===== config.mk =====
export PLATFORM = sky130hd
export DESIGN_NAME = time_of_day_clock_seven_segment_scan
export DESIGN_NICKNAME = d
export VERILOG_FILES = /design/src/rtl/core/tdc_pkg.sv /design/src/rtl/core/tdc_time_core.sv /design/src/rtl/core/tdc_seg_decode.sv /design/src/rtl/core/time_of_day_clock_seven_segment_scan.sv
export VERILOG_INCLUDE_DIRS = /design/src /design/src/rtl/core
export SDC_FILE = /design/constraint.sdc
export NUM_CORES = 1
export LEC_CHECK = 0
export BUFFER_PORTS_ARGS = -buffer_cell sky130_fd_sc_hd__buf_2
export CAP_MARGIN = 20
export CORE_ASPECT_RATIO = 1.2
export CORE_MARGIN = 1.5
export CORE_UTILIZATION = 45
export DETAILED_ROUTE_END_ITERATION = 10
export PLACE_DENSITY_LB_ADDON = 0.3
export SYNTH_ARGS = -nofsm -noshare
export SYNTH_HDL_FRONTEND = slang
export SYNTH_HIERARCHICAL = 1
export SYNTH_SLANG_ARGS = --single-unit

===== constraint.sdc =====
create_clock -name clk -period 9.2 [get_ports clk]
set_clock_uncertainty 0.2 [all_clocks]
set_input_delay 0 -clock clk [delete_from_list [all_inputs] [get_ports clk]]
set_output_delay 0 -clock clk [all_outputs]
set_load 0.1 [all_outputs]

===== src/rtl/core/assert_macros.svh =====
// ----------------------------------------------------------------------------
// assertion macros
// shared concurrent assertion forms, removed when NO_ASSERTIONS is set
// ----------------------------------------------------------------------------
`ifndef ASSERT_MACROS_SVH
`define ASSERT_MACROS_SVH

`ifndef NO_ASSERTIONS

// property must hold at every clock edge outside reset
`define ASSERT_AT(label, clk, rst_n, prop) \
	label: assert property (@(posedge clk) disable iff (!rst_n) prop) \
		else $error("assertion failed");

// expression must never be true outside reset
`define ASSERT_NEVER(label, clk, rst_n, expr) \
	label: assert property (@(posedge clk) disable iff (!rst_n) !(expr)) \
		else $error("forbidden condition seen");

`else

`define ASSERT_AT(label, clk, rst_n, prop)
`define ASSERT_NEVER(label, clk, rst_n, expr)

`endif

`endif


===== src/rtl/core/tdc_pkg.sv =====
// ----------------------------------------------------------------------------
// tdc_pkg
// shared types, constants and decode functions of the time-of-day clock
// ----------------------------------------------------------------------------
package tdc_pkg;

	localparam logic [15:0] TpsReset    = 16'd1000;
	localparam logic [7:0]  ScanReset   = 8'd2;
	localparam logic [5:0]  SecReset    = 6'd55;
	localparam logic [5:0]  MinReset    = 6'd59;
	localparam logic [4:0]  HourReset   = 5'd23;
	localparam logic [6:0]  SecPerMin   = 7'd60;
	localparam logic [6:0]  MinPerHour  = 7'd60;
	localparam logic [5:0]  HoursPerDay = 6'd24;

	localparam logic [6:0]  SegDash     = 7'h40;
	localparam logic [6:0]  SegOne      = 7'h06;

	localparam logic [2:0]  PosDashA    = 3'd2;
	localparam logic [2:0]  PosDashB    = 3'd5;
	localparam logic [2:0]  PosHourTens = 3'd0;
	localparam logic [2:0]  PosHourOnes = 3'd1;
	localparam logic [2:0]  PosMinTens  = 3'd3;
	localparam logic [2:0]  PosMinOnes  = 3'd4;
	localparam logic [2:0]  PosSecTens  = 3'd6;

	localparam logic [4:0]  DigitSelDashA = 5'd20;
	localparam logic [4:0]  DigitSelDashB = 5'd8;

	typedef enum logic {
		REG_TPS  = 1'b0,
		REG_SCAN = 1'b1
	} reg_idx_t;

	typedef struct packed {
		logic [4:0] hours;
		logic [5:0] minutes;
		logic [5:0] seconds;
		logic       mode;
		logic [2:0] pos;
	} tdc_view_t;

	typedef struct packed {
		logic [3:0] tens;
		logic [3:0] ones;
	} dec_t;

	// split a value below 64 into decimal digits
	function automatic dec_t split_dec(logic [5:0] v);
		dec_t       d;
		logic [5:0] base;
		d.tens = 4'd0;
		base   = 6'd0;
		priority if (v >= 6'd60) begin
			d.tens = 4'd6;
			base   = 6'd60;
		end else if (v >= 6'd50) begin
			d.tens = 4'd5;
			base   = 6'd50;
		end else if (v >= 6'd40) begin
			d.tens = 4'd4;
			base   = 6'd40;
		end else if (v >= 6'd30) begin
			d.tens = 4'd3;
			base   = 6'd30;
		end else if (v >= 6'd20) begin
			d.tens = 4'd2;
			base   = 6'd20;
		end else if (v >= 6'd10) begin
			d.tens = 4'd1;
			base   = 6'd10;
		end else begin
			d.tens = 4'd0;
			base   = 6'd0;
		end
		d.ones = 4'(v - base);
		return d;
	endfunction

	function automatic logic [6:0] seg_of_digit(logic [3:0] d);
		logic [6:0] s;
		unique case (d)
			4'd0:    s = 7'h3f;
			4'd1:    s = 7'h06;
			4'd2:    s = 7'h5b;
			4'd3:    s = 7'h4f;
			4'd4:    s = 7'h66;
			4'd5:    s = 7'h6d;
			4'd6:    s = 7'h7d;
			4'd7:    s = 7'h07;
			4'd8:    s = 7'h7f;
			4'd9:    s = 7'h6f;
			default: s = 7'h00;
		endcase
		return s;
	endfunction

endpackage


===== src/rtl/core/tdc_time_core.sv =====
// ----------------------------------------------------------------------------
// tdc_time_core
// prescaler, hh:mm:ss cascade, mode toggle and digit scan counters
// ----------------------------------------------------------------------------
module tdc_time_core (
	input  logic              clk,
	input  logic              arst_n,
	input  logic              accept,
	input  logic              key,
	input  logic [15:0]       tps,
	input  logic [7:0]        scan_int,
	output tdc_pkg::tdc_view_t view
);
	import tdc_pkg::*;

	logic [15:0] tick_q;
	logic [5:0]  sec_q;
	logic [5:0]  min_q;
	logic [4:0]  hour_q;
	logic        mode_q;
	logic        key_q;
	logic [2:0]  pos_q;
	logic [7:0]  scan_q;

	logic [16:0] tick_inc;
	logic        tick_wrap;
	logic [15:0] tick_n;
	logic [6:0]  sec_inc;
	logic [6:0]  min_inc;
	logic [5:0]  hour_inc;
	logic [5:0]  sec_n;
	logic [5:0]  min_n;
	logic [4:0]  hour_n;
	logic        mode_n;
	logic [8:0]  scan_inc;
	logic        scan_wrap;
	logic [7:0]  scan_n;
	logic [2:0]  pos_n;

	always_comb begin
		mode_n   = mode_q ^ (key & ~key_q);

		tick_inc  = {1'b0, tick_q} + 17'd1;
		tick_wrap = tick_inc >= {1'b0, tps};
		tick_n    = tick_wrap ? 16'd0 : tick_inc[15:0];

		sec_inc  = {1'b0, sec_q} + 7'd1;
		min_inc  = {1'b0, min_q} + 7'd1;
		hour_inc = {1'b0, hour_q} + 6'd1;
		sec_n    = sec_q;
		min_n    = min_q;
		hour_n   = hour_q;
		if (tick_wrap) begin
			if (sec_inc >= SecPerMin) begin
				sec_n = 6'd0;
				if (min_inc >= MinPerHour) begin
					min_n  = 6'd0;
					hour_n = (hour_inc >= HoursPerDay) ? 5'd0 : hour_inc[4:0];
				end else begin
					min_n = min_inc[5:0];
				end
			end else begin
				sec_n = sec_inc[5:0];
			end
		end

		scan_inc  = {1'b0, scan_q} + 9'd1;
		scan_wrap = scan_inc >= {1'b0, scan_int};
		scan_n    = scan_wrap ? 8'd0 : scan_inc[7:0];
		pos_n     = scan_wrap ? pos_q + 3'd1 : pos_q;

		view.hours   = hour_n;
		view.minutes = min_n;
		view.seconds = sec_n;
		view.mode    = mode_n;
		view.pos     = pos_q;
	end

	always_ff @(posedge clk or negedge arst_n) begin
		if (!arst_n) begin
			tick_q <= 16'd0;
			sec_q  <= SecReset;
			min_q  <= MinReset;
			hour_q <= HourReset;
			mode_q <= 1'b0;
			key_q  <= 1'b0;
			pos_q  <= 3'd0;
			scan_q <= 8'd0;
		end else if (accept) begin
			tick_q <= tick_n;
			sec_q  <= sec_n;
			min_q  <= min_n;
			hour_q <= hour_n;
			mode_q <= mode_n;
			key_q  <= key;
			pos_q  <= pos_n;
			scan_q <= scan_n;
		end
	end

endmodule


===== src/rtl/core/tdc_seg_decode.sv =====
// ----------------------------------------------------------------------------
// tdc_seg_decode
// digit select and seven-segment pattern for the current scan position
// ----------------------------------------------------------------------------
module tdc_seg_decode (
	input  tdc_pkg::tdc_view_t view,
	output logic [4:0]         digit_sel,
	output logic [6:0]         seg
);
	import tdc_pkg::*;

	dec_t hour_d;
	dec_t min_d;
	dec_t sec_d;

	always_comb begin
		hour_d    = split_dec({1'b0, view.hours});
		min_d     = split_dec(view.minutes);
		sec_d     = split_dec(view.seconds);
		// (7 - pos) * 4
		digit_sel = {~view.pos, 2'b00};

		priority if (view.pos == PosDashA || view.pos == PosDashB) begin
			seg = SegDash;
		end else if (view.mode) begin
			seg = SegOne;
		end else begin
			priority case (view.pos)
				PosHourTens: seg = seg_of_digit(hour_d.tens);
				PosHourOnes: seg = seg_of_digit(hour_d.ones);
				PosMinTens:  seg = seg_of_digit(min_d.tens);
				PosMinOnes:  seg = seg_of_digit(min_d.ones);
				PosSecTens:  seg = seg_of_digit(sec_d.tens);
				default:     seg = seg_of_digit(sec_d.ones);
			endcase
		end
	end

endmodule


===== src/rtl/core/time_of_day_clock_seven_segment_scan.sv =====
// ----------------------------------------------------------------------------
// time_of_day_clock_seven_segment_scan
// 24-hour clock with an eight-digit multiplexed seven-segment scan
// ----------------------------------------------------------------------------
// Each request is one tick carrying the debounced key level. The block takes
// one request per cycle unless a held result stalls, and the result register
// gives one result per request in the cycle after it is taken; a new request
// is taken while the held result leaves in the same cycle. A rising key edge
// toggles between the HH-MM-SS view and the fixed 11-11-11 pattern. Zero in
// ticks_per_second (0x0) or scan_interval (0x4) acts as one; the user must
// write them over APB only while no request is outstanding (not enforced).
// ----------------------------------------------------------------------------
`include "assert_macros.svh"

module time_of_day_clock_seven_segment_scan (
	input  logic        clk,
	input  logic        arst_n,

	input  logic        psel,
	input  logic        penable,
	input  logic        pwrite,
	input  logic [2:0]  paddr,
	input  logic [31:0] pwdata,
	output logic [31:0] prdata,
	output logic        pready,

	input  logic        in_valid,
	output logic        in_ready,
	input  logic        key_pressed,

	output logic        out_valid,
	input  logic        out_ready,
	output logic [4:0]  digit_select,
	output logic [6:0]  segment_code,
	output logic [4:0]  hours,
	output logic [5:0]  minutes,
	output logic [5:0]  seconds,
	output logic        display_mode
);
	import tdc_pkg::*;

	logic [15:0] tps_q;
	logic [7:0]  scan_int_q;
	reg_idx_t    reg_idx;
	logic        cfg_wr;

	logic        accept;
	tdc_view_t   view;
	logic [4:0]  digit_sel;
	logic [6:0]  seg;

	logic        out_valid_q;
	logic [4:0]  digit_sel_q;
	logic [6:0]  seg_q;
	logic [4:0]  hours_q;
	logic [5:0]  minutes_q;
	logic [5:0]  seconds_q;
	logic        mode_q;

	// config registers
	assign reg_idx = reg_idx_t'(paddr[2]);
	assign cfg_wr  = psel && penable && pwrite && pready;
	assign pready  = 1'b1;

	always_ff @(posedge clk or negedge arst_n) begin
		if (!arst_n) begin
			tps_q      <= TpsReset;
			scan_int_q <= ScanReset;
		end else if (cfg_wr) begin
			unique case (reg_idx)
				REG_TPS:  tps_q      <= pwdata[15:0];
				REG_SCAN: scan_int_q <= pwdata[7:0];
			endcase
		end
	end

	always_comb begin
		unique case (reg_idx)
			REG_TPS:  prdata = {16'd0, tps_q};
			REG_SCAN: prdata = {24'd0, scan_int_q};
		endcase
	end

	// datapath
	assign in_ready = !out_valid_q || out_ready;
	assign accept   = in_valid && in_ready;

	tdc_time_core u_time_core (
		.clk      (clk),
		.arst_n   (arst_n),
		.accept   (accept),
		.key      (key_pressed),
		.tps      (tps_q),
		.scan_int (scan_int_q),
		.view     (view)
	);

	tdc_seg_decode u_seg_decode (
		.view      (view),
		.digit_sel (digit_sel),
		.seg       (seg)
	);

	// result register
	always_ff @(posedge clk or negedge arst_n) begin
		if (!arst_n) begin
			out_valid_q <= 1'b0;
		end else if (accept) begin
			out_valid_q <= 1'b1;
		end else if (out_ready) begin
			out_valid_q <= 1'b0;
		end
	end

	always_ff @(posedge clk or negedge arst_n) begin
		if (!arst_n) begin
			digit_sel_q <= 5'd0;
			seg_q       <= 7'd0;
			hours_q     <= 5'd0;
			minutes_q   <= 6'd0;
			seconds_q   <= 6'd0;
			mode_q      <= 1'b0;
		end else if (accept) begin
			digit_sel_q <= digit_sel;
			seg_q       <= seg;
			hours_q     <= view.hours;
			minutes_q   <= view.minutes;
			seconds_q   <= view.seconds;
			mode_q      <= view.mode;
		end
	end

	assign out_valid    = out_valid_q;
	assign digit_select = digit_sel_q;
	assign segment_code = seg_q;
	assign hours        = hours_q;
	assign minutes      = minutes_q;
	assign seconds      = seconds_q;
	assign display_mode = mode_q;

	// checks
	`ASSERT_NEVER(a_no_overwrite, clk, arst_n, accept && out_valid_q && !out_ready)
	`ASSERT_NEVER(a_time_range, clk, arst_n, out_valid && (hours > 5'd23 || minutes > 6'd59 || seconds > 6'd59))
	`ASSERT_AT(a_mode_hold, clk, arst_n, !accept |=> $stable(display_mode))
	`ASSERT_AT(a_dash_digit, clk, arst_n, out_valid && (digit_select == DigitSelDashA || digit_select == DigitSelDashB) |-> segment_code == SegDash)

endmodule


==> results of run 1 <==
cells by family (layout without fill, tap and decap cells):
logic type	after synthesis	count (layout)	synth area share
AND/OR/NAND/NOR	245	245	0.160
AO/OA/AOI/OAI	197	197	0.173
buffers and inverters	131	197	0.0803
flip-flops	101	101	0.322
multiplexers	83	83	0.122
adder cells (fa/ha/maj)	67	67	0.108
XOR/XNOR	28	28	0.0338
other	3	19	0.00142
power groups by stage:
| stage | registers (mW) | logic, mW | clock network, mW |
|---|---|---|---|
| after floorplan | 0.858 | 0.744 | 0 |
| after detailed placement | 0.671 | 1.15 | 0 |
| after global routing | 0.683 | 1.26 | 0.424 |
| final | 0.664 | 1.16 | 0.391 |
| after global placement | 0.668 | 1.14 | 0 |
| after CTS | 0.663 | 1.16 | 0.404 |
Yosys cell counts (6+ instances only):
library cell	instances
xnor2_1	20
o31ai_1	10
nor2_1	31
mux2i_1	10
o21ai_0	55
mux2_4	12
o22ai_1	6
nand4_1	13
nor2b_1	15
nand2_1	71
nor3_1	11
a22o_1	7
nand2b_1	12
o2bb2ai_1	10
and3_1	11
a211oi_1	8
mux2_2	61
a21oi_1	27
dfrtp_1	80
buf_4	27
ha_1	61
clkbuf_1	19
dfstp_2	21
a31oi_1	12
nand3_1	47
inv_1	73
o21a_1	8
area by class of cell:
type                       count  area share
clock inverter                 4     0.00562
clock buffer                  12      0.0277
sequential                   101       0.287
multi-input combinational    639       0.539
inverter                      73      0.0308
tap                          220      0.0309
timing repair buffer         108      0.0795
state kept, by name, summed over array words and instances (netlist names), 3 cells and up:
name	count
tps_q	16
u_time_core/tick_q	16
scan_int_q	8
u_time_core/scan_q	8
segment_code	7
minutes	6
seconds	6
u_time_core/min_q	6
u_time_core/sec_q	6
digit_select	5
hours	5
u_time_core/hour_q	5
u_time_core/pos_q	3
per-stage QoR:
stage	worst slack (ns)	area, µm²	utilization	std cells
finish	1.68	8910	0.513	1157
CTS	1.77	8910	0.513	1157
detailed placement	1.81	8340	0.480	1115
global placement	1.87	8340	0.480	1115
global route	1.09	8910	0.513	1157
floorplan	3.20	7990	-	871
worst min path at each step:
stage / slack [ns] / to / cells after the start
6_report: 0.04 / scan_int_q[2]$_DFFE_PN0P_ / 3
3_3_place_gp: -0.26 / seconds[1]$_DFFE_PN0P_ / 1
4_1_cts: 0.06 / scan_int_q[2]$_DFFE_PN0P_ / 3
3_5_place_dp: -0.26 / seconds[1]$_DFFE_PN0P_ / 1
5_1_grt: 0.1 / scan_int_q[2]$_DFFE_PN0P_ / 3
2_1_floorplan: -0.50 / digit_select[0]$_DFFE_PN0P_ / 0
layer usage:
metal,GRT usage,share of wire,wire [µm],up-vias
met4,0.0818,0.024,402,0
met1,0.242,0.45,7660,3019
li1,-,-,-,3167
met2,0.337,0.50,8570,123
met3,0.0249,0.027,465,23
met5,0,0,0,-
worst min-delay path, cell delays in order:
cell	delay, ns
buf_2	0.22
nand4_2	0.17
mux2_2	0.16
==> impl_metrics.ini, run 1 <==
[setup_path]
reg2reg_depth = 25
cp-endpoint = segment_code[3]$_DFFE_PN0P_
slowest_stage = a31oi_1
arrival_ns = 7.56
crit_family = compound AO/OA/AOI/OAI gates
setup.worst_path.end_class = flip-flop
reg2reg_from = u_time_core/tick_q[0]$_DFFE_PN0P_
worstSetupStartpointType = flip-flop
rrSetupSlack_ns = 1.68
crit_path_frequent_cell = ha_1
path_depth = 25
critical-path-max-stage-delay_ns = 0.78
critPathLaunch = u_time_core/tick_q[0]$_DFFE_PN0P_
path_buf_inv = 2
critPathKind = flip-flop to flip-flop
worstPathRequired_ns = 9.25
reg2reg_to = segment_code[3]$_DFFE_PN0P_
cp_max_fo = 14

[synthesis]
yosys-top-cells-area = dfrtp_1 25%, ha_1 9.6%, mux2_2 8.7%
ys_warn_count = 6
postSynthCellCount = 855
synth_edf_count = 0
async_reset_ff_frac = 1.00
yosysTopAreaCell = dfrtp_1
synth-main-ff-cell = dfrtp_1
ys_types = 85
synth-seq-cells = 101
yosysSeqAreaShare = 0.322
synth.top_cell.area_share = 0.252
syn_avg_cell_area_um2 = 9.27
netlist_area_um2 = 7930

[min_path]
hold_start = paddr[2]
min_path_type = input port to flip-flop

[sta]
rsz0062_at_grt = false
min_period_over_period = 0.817
fin_setup_tns_ns = 0
finalHoldViolations = 0
finalMaxSlewViolations = 0
holdWs_ns = 0.0439
tightestPinTransition_ns = 1.03
period_minus_slack_ns = 7.52
max_freq_ghz = 0.133
setup_viol = 0
relSlewSlack = 0.311

[route]
drt_first_pass_iters = 5
wl_um = 17100
ant_nets = 0
drt_iter0_drc = 303
routed_via_density = 5.47
drc = 0
post_drt_wl_per_cell_um = 14.8
dr_total_vias = 6332

[final_layout]
areaGrowthSynthToFinish_pct = 12.3
final-seq-area_um2 = 2550
layout_common_cells = 80 x dfrtp_1, 73 x inv_1, 71 x nand2_1, 71 x buf_2
fillers = 1642
fin_nets = 1039
num_antenna_cells = 0
drive_above_1_share = 0.232
mostFrequentLayoutCell = dfrtp_1
multi_input_area_um2 = 4800

[clocking]
clk_pin_slew_ns = 0.07
worstSkewPairLatency_ns = 0.35
cts_buffers = 9
cts_hold_buffers = 26
post_cts_buffers = 0
root_buffer = clkbuf_16
clockBufferDepth = 2
post_cts_resize_count = 0
cts_tree = yes
cts_sinks = 101
htree_levels = 3

[grt]
grt_overflow_total = 0
grt_pass1_wl_um = 28600
grt_max_degree = 77
gr-usage-all-layers = 0.195
grt_pass1_vias = 6020
antenna_found_initial = 0

[status]
status = finished clean

[power_and_ir_drop]
power_frac_seq = 0.300
finalPower_mw = 2.21
irDropWorstVdd_mv = 0.142
p_leak_nw = 4.08
combPwrFrac = 0.523
switchingPower_mw = 1.07
intPower_mw = 1.14
clock_power_share = 0.177
p_sw_frac = 0.485
p_per_area_nw_per_um2 = 248

[die]
die_y_um = 148
die_x_um = 124
io_pins = 108
start_util = 0.456
dieArea_um2 = 18400
core_area_um2 = 17400
rows = 53

[placement]
place_hpwl_um = 12400
gp_congestion = 0.869
port_buffers = 72

[flow_run]
drv_cap = 0
(Power assumes the default switching activity.)
==> inputs of run 2 (changes only) <==
ABC_AREA = 1   (was not set)
clock period = 7.3 ns   (was 9.2 ns; I/O delays follow)
==> run 2 against run 1 <==
  * Critical path depth rose by 7
  * Sequential power rose by 17%
  * Cell count rose by 31%
  * Power rose by 21%
  * Fmax rose by 24%
  * Critical path type unchanged
==> impl_metrics.ini, run 2 <==
[clocking]
cts_tree = yes
root_buffer = clkbuf_16
post_cts_resize_count = 0
clk_pin_slew_ns = 0.07
cts_sinks = 101
htree_levels = 3
clockBufferDepth = 2
cts_buffers = 9
worstSkewPairLatency_ns = 0.36

[sta]
relSlewSlack = 0.384
min_period_over_period = 0.828
holdWs_ns = 0.116
period_minus_slack_ns = 6.05
tightestPinTransition_ns = 0.924
max_freq_ghz = 0.165
fin_setup_tns_ns = 0
setup_viol = 0
finalMaxSlewViolations = 0
setup_ws_ns = 1.25
finalHoldViolations = 0
rsz0062_at_grt = false

[grt]
antenna_found_initial = 0
grt_pass1_wl_um = 32000
grt_overflow_total = 0
use_met2 = 0.383
grt_pass1_vias = 7113
grt-busiest-layer = met2
gr-usage-all-layers = 0.205
use_met3 = 0.0268
met1_usage = 0.247
grt_max_degree = 68

[final_layout]
top_regs = tps_q x16, u_time_core/tick_q x16
utilization = 0.532
mostFrequentLayoutCell = nand2_1
drive_above_1_share = 0.133
fin_nets = 1394
areaGrowthSynthToFinish_pct = 15.5
layout_common_cells = 468 x nand2_1, 138 x inv_1, 99 x nand3_1, 80 x dfrtp_1, 71 x buf_2
num_antenna_cells = 0
stdcell_count = 1512

[placement]
dpl_worst_slack_ns = 1.26
port_buffers = 72
place_hpwl_um = 13000
dp.cells = 1441
gp_congestion = 0.849

[min_path]
min_path_type = input port to flip-flop

[synthesis]
ys_warn_count = 6
yosysMostFrequentCell = nand2_1
postSynthCellCount = 1185
yosysTopAreaCell = dfrtp_1
ys_types = 45
syn_avg_cell_area_um2 = 6.81
synthTopCellsByCount = 468 x nand2_1, 138 x inv_1, 99 x nand3_1, 80 x dfrtp_1, 65 x nor2_1
synth-seq-cells = 101
yosysSeqAreaShare = 0.317
synth_edf_count = 0
synth-main-ff-cell = dfrtp_1
synth.top_cell.area_share = 0.248
async_reset_ff_frac = 1.00
yosys-top-cells-area = dfrtp_1 25%, nand2_1 22%, ha_1 9.5%
netlist_area_um2 = 8070

[setup_path]
path_buf_inv = 4
worstSetupStartpointType = flip-flop
cp_max_fo = 19
critPathKind = flip-flop to flip-flop
slowest_stage = fa_1
setup.worst_path.end_class = flip-flop
crit_family = simple AND/OR/NAND/NOR gates
rrSetupSlack_ns = 1.25
critical-path-max-stage-delay_ns = 0.61
crit_path_frequent_cell = nand2_1
arrival_ns = 6.09
worstPathRequired_ns = 7.34

[die]
start_util = 0.461
core_area_um2 = 17500
io_pins = 108
rows = 53
die_x_um = 125
die_y_um = 150
dieArea_um2 = 18700

[power_and_ir_drop]
p_per_area_nw_per_um2 = 287
irDropWorstVdd_mv = 0.207
p_leak_nw = 5.09

[route]
drt_iter0_drc = 338
wl_um = 18600
routed_via_density = 4.90
drc = 0
ant_nets = 0
post_drt_wl_per_cell_um = 12.3
drt_first_pass_iters = 5
dr_total_vias = 7416

[flow_run]
drv_cap = 0

[status]
status = finished clean
-- run 2: cell types whose count changed in the layout (fill, tap and decap cells not counted), sizes merged, moves of 12 or more --
cell and delta:
a31oi -13, dlygate4sd3 +28, inv +73, mux2 -73, nand2 +431, nand2b -12, nand3 +58, nor2 +36
nor2b -15, o21ai -16, xnor2 -18, xor2 +13
-- run 2: worst paths after layout --
path | endpoint | start | cells after the start
max | segment_code[6]$_DFFE_PN0P_ | u_time_core/tick_q[0]$_DFFE_PN0P_ | 32
min | u_time_core/hour_q[2]$_DFFE_PN1P_ | out_ready | 6
max reg2reg | segment_code[6]$_DFFE_PN0P_ | u_time_core/tick_q[0]$_DFFE_PN0P_ | 32
min reg2reg | segment_code[4]$_DFFE_PN0P_ | segment_code[4]$_DFFE_PN0P_ | 2
max in group asynchronous | u_time_core/scan_q[3]$_DFFE_PN0P_ | arst_n | 4
min in group asynchronous | u_time_core/min_q[1]$_DFFE_PN1P_ | arst_n | 3
-- run 2: layout make-up --
type / count / area (µm²)
clock inverters: 6 / 92.6
fillers: 1713 / 8190
clock buffers: 10 / 239
repair buffers: 130 / 951
well taps: 220 / 275
flip-flops and latches: 101 / 2550
multi-input cells: 901 / 4660
inverters: 144 / 543
-- run 2: worst reg2reg max path, delay by kind of cell, from the launching register on --
family          cells  cell delay (ns)
compound gates      4             1.60
xor+xnor            1             0.18
fa+ha+maj           3             1.13
buf+inv             4             0.47
flops               1             0.45
simple gates       20             1.93
-- run 2: timing repair --
item,in CTS,in global routing
hold buffers,54,0
endpoints found under the hold margin,62,0
buffers inserted,0,0
setup endpoints to repair,0,0
-- run 2: cells by family after synthesis --
logic type / count (synthesis) / share of synthesized area
simple gates: 711 / 0.381
buf+inv: 199 / 0.114
flops: 101 / 0.317
compound gates: 84 / 0.0602
fa+ha+maj: 64 / 0.102
xor+xnor: 23 / 0.0250
other cells: 3 / 0.00140
-- run 2: per-layer routing --
| layer | wire, µm | up-vias |
|---|---|---|
| li1 | - | 3863 |
| met1 | 8230 | 3386 |
| met2 | 9470 | 151 |
| met3 | 718 | 16 |
| met4 | 213 | 0 |
| met5 | 0 | - |
-- run 2: through the flow --
step | instance area (µm²) | power [mW]
6_report | 9320 | 2.67
5_1_grt | 9320 | 2.88
4_1_cts | 9300 | 2.69
3_5_place_dp | 8420 | 2.11
3_3_place_gp | 8420 | 2.08
2_1_floorplan | 8130 | 1.87
-- run 2: where the power goes --
group          internal, mW  total [mW]  switching (mW)  leakage, nW
Combinational         0.379        1.36           0.980         3.67
Sequential            0.679       0.775          0.0956         1.27
Clock                 0.312       0.539           0.226        0.156
==> inputs of run 3 (changes only) <==
clock period = 6.3 ns   (was 7.3 ns; I/O delays follow)
==> run 3 against run 2 <==
  * Sequential power rose by 16%
  * Count of clock-buffer cells in the layout rose by 2
  * Design area fell by 0.16%
  * Setup slack got worse by 0.52 ns
  * Clock power rose by 11%
  * Non-clock buffer count rose by 1
  * Register-to-register slack got worse by 0.52 ns
  * Global-route usage rose by 0.068 points
  * Combinational power rose by 16%
  * Wire length rose by 1.1%
  * Largest cell class unchanged
==> impl_metrics.ini, run 3 (synthesis gave the netlist of run 2 again) <==
[min_path]
min_path_type = input port to asynchronous set/reset pin

[placement]
port_buffers = 72
place_area_um2 = 8440
place_hpwl_um = 12900
gp_congestion = 0.835

[route]
routed_via_density = 4.95
drc = 0
post_drt_wl_per_cell_um = 12.5
drt_first_pass_iters = 5
wl_um = 18800
ant_nets = 0
dr_total_vias = 7495
drt_iter0_drc = 351

[final_layout]
fin_nets = 1395
layout_common_cells = 468 x nand2_1, 138 x inv_1, 99 x nand3_1, 80 x dfrtp_1, 71 x buf_2
drive_above_1_share = 0.135
mostFrequentLayoutCell = nand2_1
areaGrowthSynthToFinish_pct = 15.3
final_area_um2 = 9300
utilization = 0.531
top_regs = tps_q x16, u_time_core/tick_q x16
fillers = 1725
num_antenna_cells = 0

[sta]
relSlewSlack = 0.319
min_period_over_period = 0.884
holdWs_ns = 0.0280
period_minus_slack_ns = 5.57
tightestPinTransition_ns = 1.02
fin_setup_tns_ns = 0
finalMaxSlewViolations = 0
setup_viol = 0
finalHoldViolations = 0
max_freq_ghz = 0.180
rsz0062_at_grt = false

[power_and_ir_drop]
irDropWorstVdd_mv = 0.220
p_leak_nw = 5.08
p_per_area_nw_per_um2 = 331
finalPower_mw = 3.08

[die]
die_x_um = 125
io_pins = 108
die_y_um = 150
core_area_um2 = 17500
start_util = 0.461
dieArea_um2 = 18700
rows = 53

[setup_path]
cp_max_fo = 12
slowest_stage = fa_1
path_buf_inv = 3
arrival_ns = 5.62
crit_path_frequent_cell = nand2_1
critical-path-max-stage-delay_ns = 0.49
critPathKind = flip-flop to flip-flop
worstSetupStartpointType = flip-flop
worstPathRequired_ns = 6.35
setup.worst_path.end_class = flip-flop
rrSetupSlack_ns = 0.73
crit_family = simple AND/OR/NAND/NOR gates

[clocking]
cts_tree = yes
post_cts_buffers = 0
clockBufferDepth = 2
root_buffer = clkbuf_16
htree_levels = 3
cts_sinks = 101
cts_buffers = 9
clk_pin_slew_ns = 0.08
worstSkewPairLatency_ns = 0.35

[grt]
grt_pass1_wl_um = 32300
antenna_found_initial = 0
grt_pass1_vias = 7236
gr-usage-all-layers = 0.206
grt_overflow_total = 0
grt_max_degree = 65

[flow_run]
drv_cap = 0

[status]
status = finished clean
## run 3: cell types whose count changed in the layout (fill, tap and decap cells not counted), sizes merged
cell,delta
buf,+2
bufinv,-1
clkbuf,+2
clkinv,+1
clkinvlp,-1
dlygate4sd3,-1
inv,-1
## run 3: per-layer routing
layer  GRT usage  share of wire  wire length, µm
met2       0.378           0.50             9490
met4      0.0733          0.017              312
met1       0.247           0.45             8420
met5           0              0                0
met3      0.0268          0.033              620
## run 3: report_power, final
group          switching, mW  total, mW  internal (mW)
registers              0.113      0.900          0.787
logic                   1.14       1.58          0.438
clock network          0.265      0.598          0.333
## run 3: worst reg2reg max path: cells and delay by family, from the launching register on
family | cells | cell delay (ns)
DFF | 1 | 0.44
xor gates and xnor gates | 1 | 0.25
buffers and inverters | 3 | 0.45
and+or+nand+nor | 30 | 2.67
AOI/OAI and AO/OA | 2 | 0.36
adders and majority gates | 4 | 1.10
## run 3: what timing repair did
| item | 4_1_cts | 5_1_grt |
|---|---|---|
| hold endpoints to repair | 65 | 0 |
| hold buffers | 53 | 0 |
| resized for setup | 0 | 3 |
| endpoints found under the setup margin | 0 | 6 |
## run 3: area by class of cell
cell class	instances	area [µm²]	area share
Multi-Input combinational cell	901	4670	0.502
Sequential cell	101	2550	0.275
Timing Repair Buffer	131	948	0.102
Inverter	144	543	0.0584
Tap cell	220	275	0.0296
Clock buffer	12	256	0.0276
Clock inverter	4	55.1	0.00592
## run 3: through the flow
| stage | std cells | setup WS, ns |
|---|---|---|
| after floorplan | 1201 | 1.38 |
| after global placement | 1444 | 0.708 |
| after detailed placement | 1444 | 0.644 |
| after CTS | 1513 | 0.606 |
| after global routing | 1513 | 0.00532 |
| final | 1513 | 0.730 |
## run 3: path summary, 6_finish.rpt
kind	endpoint	depth (start not counted)	from
worst min-delay path	u_time_core/min_q[5]$_DFFE_PN1P_	2	arst_n
min in group clk	u_time_core/min_q[5]$_DFFE_PN1P_	6	out_ready
worst min register to register	minutes[5]$_DFFE_PN0P_	2	minutes[5]$_DFFE_PN0P_
worst max register to register	segment_code[6]$_DFFE_PN0P_	40	u_time_core/tick_q[0]$_DFFE_PN0P_
worst max-delay path	segment_code[6]$_DFFE_PN0P_	40	u_time_core/tick_q[0]$_DFFE_PN0P_
max in group asynchronous	u_time_core/scan_q[2]$_DFFE_PN0P_	3	arst_n
